<file path="src/hw/rtl/assert_macros.svh">
`ifndef ASSERT_MACROS_SVH
`define ASSERT_MACROS_SVH

// Checks that cons holds in the same cycle as ante, outside of reset.
`define ASSERT_SAME_CYCLE(label, ante, cons, msg) \
  label: assert property (@(posedge clk) disable iff (!rst_n) (ante) |-> (cons)) \
    else $error(msg);

// Checks that cons holds in the cycle after ante, outside of reset.
`define ASSERT_NEXT_CYCLE(label, ante, cons, msg) \
  label: assert property (@(posedge clk) disable iff (!rst_n) (ante) |=> (cons)) \
    else $error(msg);

`endif

</file>
<file path="src/hw/rtl/hhi_pkg.sv">
`timescale 1ns / 1ps

package hhi_pkg;

  localparam int unsigned TimeW      = 63;
  localparam int unsigned HeightW    = 32;
  localparam int unsigned EntryW     = TimeW + HeightW;
  localparam int unsigned DivSteps   = HeightW;
  localparam int unsigned DivCntW    = $clog2(DivSteps);
  localparam int unsigned MinSamples = 2;

  typedef logic [TimeW-1:0]          stamp_t;
  typedef logic signed [HeightW-1:0] height_t;

  typedef enum logic [1:0] {
    RES_NONE,
    RES_EXACT,
    RES_INTERP
  } res_sel_t;

  typedef struct packed {
    logic     push;
    logic     load_query;
    logic     scan_en;
    logic     prep;
    logic     mul_lo;
    logic     mul_hi;
    logic     div_step;
    logic     load_out;
    res_sel_t res_sel;
  } hhi_cmd_t;

  typedef struct packed {
    logic few;
    logic scan_done;
    logic exact;
    logic lo_below;
    logic has_hi;
  } hhi_sts_t;

endpackage

</file>
<file path="src/hw/rtl/hhi_ctrl.sv">
`timescale 1ns / 1ps

module hhi_ctrl (
  input  logic              clk,
  input  logic              rst_n,
  input  logic              in_valid,
  input  logic              in_action,
  output logic              in_ready,
  input  logic              out_ready,
  output logic              out_valid,
  output hhi_pkg::hhi_cmd_t cmd,
  input  hhi_pkg::hhi_sts_t sts
);

  import hhi_pkg::*;

  typedef enum logic [2:0] {
    ST_IDLE,
    ST_SCAN,
    ST_EVAL,
    ST_PREP,
    ST_MUL_LO,
    ST_MUL_HI,
    ST_DIV,
    ST_FIN
  } state_t;

  localparam logic ActPush = 1'b0;

  state_t              state_r, state_nxt;
  logic                out_valid_r, out_valid_nxt;
  res_sel_t            sel_r, sel_nxt;
  logic [DivCntW-1:0]  div_cnt_r, div_cnt_nxt;

  // No request is taken while reset is held.
  assign in_ready  = rst_n && (state_r == ST_IDLE);
  assign out_valid = out_valid_r;

  always_comb begin
    state_nxt     = state_r;
    sel_nxt       = sel_r;
    div_cnt_nxt   = div_cnt_r;
    out_valid_nxt = out_valid_r;
    cmd           = '0;
    cmd.res_sel   = sel_r;

    if (out_valid_r && out_ready) begin
      out_valid_nxt = 1'b0;
    end

    case (state_r)
      ST_IDLE: begin
        if (in_valid) begin
          if (in_action == ActPush) begin
            cmd.push = 1'b1;
          end else begin
            cmd.load_query = 1'b1;
            if (sts.few) begin
              sel_nxt   = RES_NONE;
              state_nxt = ST_FIN;
            end else begin
              state_nxt = ST_SCAN;
            end
          end
        end
      end
      ST_SCAN: begin
        cmd.scan_en = 1'b1;
        if (sts.scan_done) begin
          state_nxt = ST_EVAL;
        end
      end
      ST_EVAL: begin
        if (sts.exact) begin
          sel_nxt   = RES_EXACT;
          state_nxt = ST_FIN;
        end else if (sts.has_hi && sts.lo_below) begin
          state_nxt = ST_PREP;
        end else begin
          sel_nxt   = RES_NONE;
          state_nxt = ST_FIN;
        end
      end
      ST_PREP: begin
        cmd.prep  = 1'b1;
        state_nxt = ST_MUL_LO;
      end
      ST_MUL_LO: begin
        cmd.mul_lo = 1'b1;
        state_nxt  = ST_MUL_HI;
      end
      ST_MUL_HI: begin
        cmd.mul_hi  = 1'b1;
        div_cnt_nxt = '0;
        state_nxt   = ST_DIV;
      end
      ST_DIV: begin
        cmd.div_step = 1'b1;
        div_cnt_nxt  = div_cnt_r + DivCntW'(1);
        if (div_cnt_r == DivCntW'(DivSteps - 1)) begin
          sel_nxt   = RES_INTERP;
          state_nxt = ST_FIN;
        end
      end
      ST_FIN: begin
        if (!out_valid_r || out_ready) begin
          cmd.load_out  = 1'b1;
          out_valid_nxt = 1'b1;
          state_nxt     = ST_IDLE;
        end
      end
      default: begin
        state_nxt = ST_IDLE;
      end
    endcase
  end

  always_ff @(posedge clk) begin
    if (!rst_n) begin
      state_r     <= ST_IDLE;
      out_valid_r <= 1'b0;
      sel_r       <= RES_NONE;
      div_cnt_r   <= '0;
    end else begin
      state_r     <= state_nxt;
      out_valid_r <= out_valid_nxt;
      sel_r       <= sel_nxt;
      div_cnt_r   <= div_cnt_nxt;
    end
  end

endmodule

</file>
<file path="config.mk">
export PLATFORM = sky130hd
export DESIGN_NAME = hhi_ctrl
export DESIGN_NICKNAME = d
export VERILOG_FILES = /design/src/hw/rtl/assert_macros.svh /design/src/hw/rtl/hhi_pkg.sv /design/src/hw/rtl/hhi_ctrl.sv
export SDC_FILE = /design/constraint.sdc
export NUM_CORES = 1
export LEC_CHECK = 0
export ABC_AREA = 1
export BUFFER_PORTS_ARGS = -buffer_cell sky130_fd_sc_hd__buf_2
export CORE_UTILIZATION = 35
export DETAILED_ROUTE_END_ITERATION = 12
export GPL_TIMING_DRIVEN = 0
export PLACE_DENSITY = 0.57
export SETUP_SLACK_MARGIN = 0.05
export SLEW_MARGIN = 20
export SYNTH_ARGS = -nofsm -noshare
export SYNTH_HDL_FRONTEND = slang
export SYNTH_SLANG_ARGS = --single-unit
</file>
<file path="constraint.sdc">
create_clock -name clk -period 1.8 [get_ports clk]
set_input_delay 0.36 -clock clk [delete_from_list [all_inputs] [get_ports clk]]
set_output_delay 0.36 -clock clk [all_outputs]
set_load 0.01 [all_outputs]
</file>
==> parameters.txt <==
Parameter                              Value

Global routing
  Total congestion overflow    0
  Antenna violations before repair    0
  Global-route wire length before repair    3150 microns
  Pin count of the biggest net entering global routing    11
  Global Route Usage Sum    0.167
  Via count of the first global-routing pass    719

Yosys
  Average cell area after synthesis    6.48 sq um
  Number of synthesized register bits    11
  Yosys synthesis warning count    0
  Yosys cell types    21
  Share of synthesized area occupied by flip-flops and latches    0.274
  Net count after synthesis    136
  Gate count after technology mapping    124
  Post-synthesis instance area    803 sq um

Die
  Die area    2490 sq um
  Die height    49.9 microns
  Initial Util    0.390
  Core Rows    16
  CORE AREA    2060 sq um
  Die outline width    49.9 microns
  I/O pin count    22

Cells and area
  Filler cell count    221
  Final nets    162
  Number of antenna diodes    0
  Sequential standard cell area    223 sq um
  Cell Count, Final, Fillers Out    176
  Layout Utilization    0.481
  Layout overhead on the synthesized area    23.4%
  Commonest non-fill, non-tap cell in the layout    buf_2
  Highest-count cells in the layout ignoring fill and taps    buf_2, nand2_1, nor2_1
  Area of combinational cells with multiple inputs    473 sq um
  Fraction of final layout cells sized beyond drive strength 1    0.336

Worst setup path
  Register-to-register setup slack    0.21 ns
  WP data required    1.44 ns
  Crit Reg-Reg Startpoint    div_cnt_r[0]$_SDFFE_PN0P_
  Reg-to-Reg End    state_r[1]$_SDFFE_PN0P_
  Worst path cell trace    buf_6 > inv_8 > nand3_2 > inv_2 > buf_4 > buf_2
  Worst Reg2Reg Path Length in Cells    11
  Kind of capture point of the worst setup path    primary output
  CP max-delay cell    dfxtp_1
  Data arrival at the endpoint of the critical path    1.29 ns
  Critical path startpoint category    flip-flop
  Type of the worst setup path    reg -> out
  Worst path max stage delay    0.31 ns
  Max Fanout on Critical Path    9

CTS
  Bufs on Longest Clock Path    2
  Worst skew pair latency    0.27 ns
  Clock-pin slew on the worst setup and hold paths    0.08 ns
  TritonCTS clock tree    built
  Total clock buffers created by CTS    3
  CTS H-tree depth    1
  Hold_buf cts    0
  Total clock sinks    11
  CTS root buf    clkbuf_4

Place
  Half-perimeter wire length after placement    1400 microns
  Final Wtd Congestion    0.790
  Input/output buffers    21
  Placed cells    172

Pwr
  Total leakage power    0.504 nW
  Portion of total power attributed to combinational logic    0.647
  PwrDens    1420 nW/um^2
  Clock Power Share    0.125
  Total internal power    0.731 mW
  Switching part of the total power    0.480
  Overall power    1.41 mW
  Largest voltage drop on the vdd net    0.768 mV
  Sequential Power Share    0.228
  Switching power summed over all nets    0.674 mW

Worst hold path
  Worst Hold End    sel_r[0]$_SDFFE_PN0P_
  Source of the worst hold timing path    rst_n
  Hold/Removal Path Class    in -> reg
  Worst hold path depth    3

Drt
  Via-per-instance ratio    4.72
  Overall routed net length    1770 microns
  Final antenna-violating net count    0
  First-pass DRT Iterations    4
  Detailed-route wire length per cell    10.0 microns
  DRC viols    0
  Count of routing violations after the opening detailed-route iteration    7
  Total number of vias    830

STA
  Min Tclk post-route    1.65 ns
  Fmax    605 MHz
  Transition at the pin with the smallest max-transition slack    0.170 ns
  Final setup violation count    0
  Final-report max-slew violation count    0
  RSZ-0062 raised after global routing    false
  Worst clock skew    0.00753 ns
  Worst slew margin    0.886
  Final count of hold timing violations    0
  Total negative setup slack    0 ns
  Post-route fraction of the period consumed by the critical path    0.919
  Hold slack final    0.382 ns

Flow run
  Number of violations of the max-capacitance limit    0

Run status
  Result of the run    complete, no violations
registers in the layout (all words and copies together) (netlist names):
register and count:
sel_r 2, div_cnt_r 5, state_r 3, out_valid 1
worst max-delay path by stage:
stage / startpoint / endpoint / slack (ns) / cells after the start
global placement: div_cnt_r[0]$_SDFFE_PN0P_ / state_r[1]$_SDFFE_PN0P_ / 0.1 / 11
global route: div_cnt_r[0]$_SDFFE_PN0P_ / state_r[2]$_SDFFE_PN0P_ / 0.05 / 11
CTS: state_r[0]$_SDFFE_PN0P_ / cmd[8] / 0.07 / 7
detailed placement: div_cnt_r[0]$_SDFFE_PN0P_ / state_r[1]$_SDFFE_PN0P_ / 0.09 / 11
finish: state_r[0]$_SDFFE_PN0P_ / cmd[3] / 0.15 / 6
floorplan: div_cnt_r[0]$_SDFFE_PN0P_ / state_r[1]$_SDFFE_PN0P_ / 0.32 / 11
through the flow:
step / instance area (sq um) / worst slack (ns)
2_1_floorplan: 803 / 0.320
5_1_grt: 991 / 0.0465
3_5_place_dp: 942 / 0.0946
6_report: 991 / 0.146
3_3_place_gp: 942 / 0.0989
4_1_cts: 968 / 0.0677
layout make-up:
type,instances,share of cell area
well taps,27,0.0341
clock buffers,4,0.0265
inverters,21,0.0896
plain buffers,4,0.0417
multi-input cells,88,0.477
flip-flops and latches,11,0.225
repair buffers,21,0.106
power groups by stage:
stage	Combinational, mW	Clock [mW]	Sequential [mW]
floorplan	0.696	0	0.333
finish	0.909	0.175	0.321
CTS	0.896	0.185	0.321
global placement	0.890	0	0.324
detailed placement	0.893	0	0.327
global route	1.03	0.197	0.325
cell usage after synthesis:
master | instances | share of area
o21a_1 | 1 | 0.0093
nand3b_1 | 1 | 0.0093
dfxtp_1 | 11 | 0.27
buf_4 | 1 | 0.0093
buf_6 | 3 | 0.042
nor2_2 | 3 | 0.023
o21ai_1 | 3 | 0.019
nand3_1 | 10 | 0.062
nand3_2 | 2 | 0.025
nand2_1 | 21 | 0.098
o21ai_0 | 4 | 0.025
inv_1 | 17 | 0.079
a21oi_1 | 9 | 0.056
nand2_2 | 3 | 0.023
nor2_1 | 18 | 0.084
nor2_4 | 4 | 0.056
ha_1 | 2 | 0.031
inv_2 | 2 | 0.0093
nand4_1 | 3 | 0.023
inv_4 | 2 | 0.016
nor3_1 | 4 | 0.025
layer usage:
layer,track usage,share of wire
met1,0.207,0.45
met2,0.273,0.49
met3,0.0556,0.044
met4,0.0429,0.0074
met5,0,0
cell families after synthesis:
logic type / share of synthesized area
buffers and inverters: 0.156
DFF: 0.274
adders and majority gates: 0.0311
AOI/OAI and AO/OA: 0.109
and+or+nand+nor: 0.430
worst max-delay path, delay by kind of cell (launching register included):
kind / cells / cell delay (ns)
buffers and inverters: 5 / 0.60
flip-flops: 1 / 0.31
AND/OR/NAND/NOR: 1 / 0.11
repair_timing:
action / 4_1_cts / 5_1_grt
setup endpoints to repair: 0 / 7
buffers inserted: 0 / 0
resized for setup: 0 / 8
No activity file was read; power rests on OpenSTA's default activity.
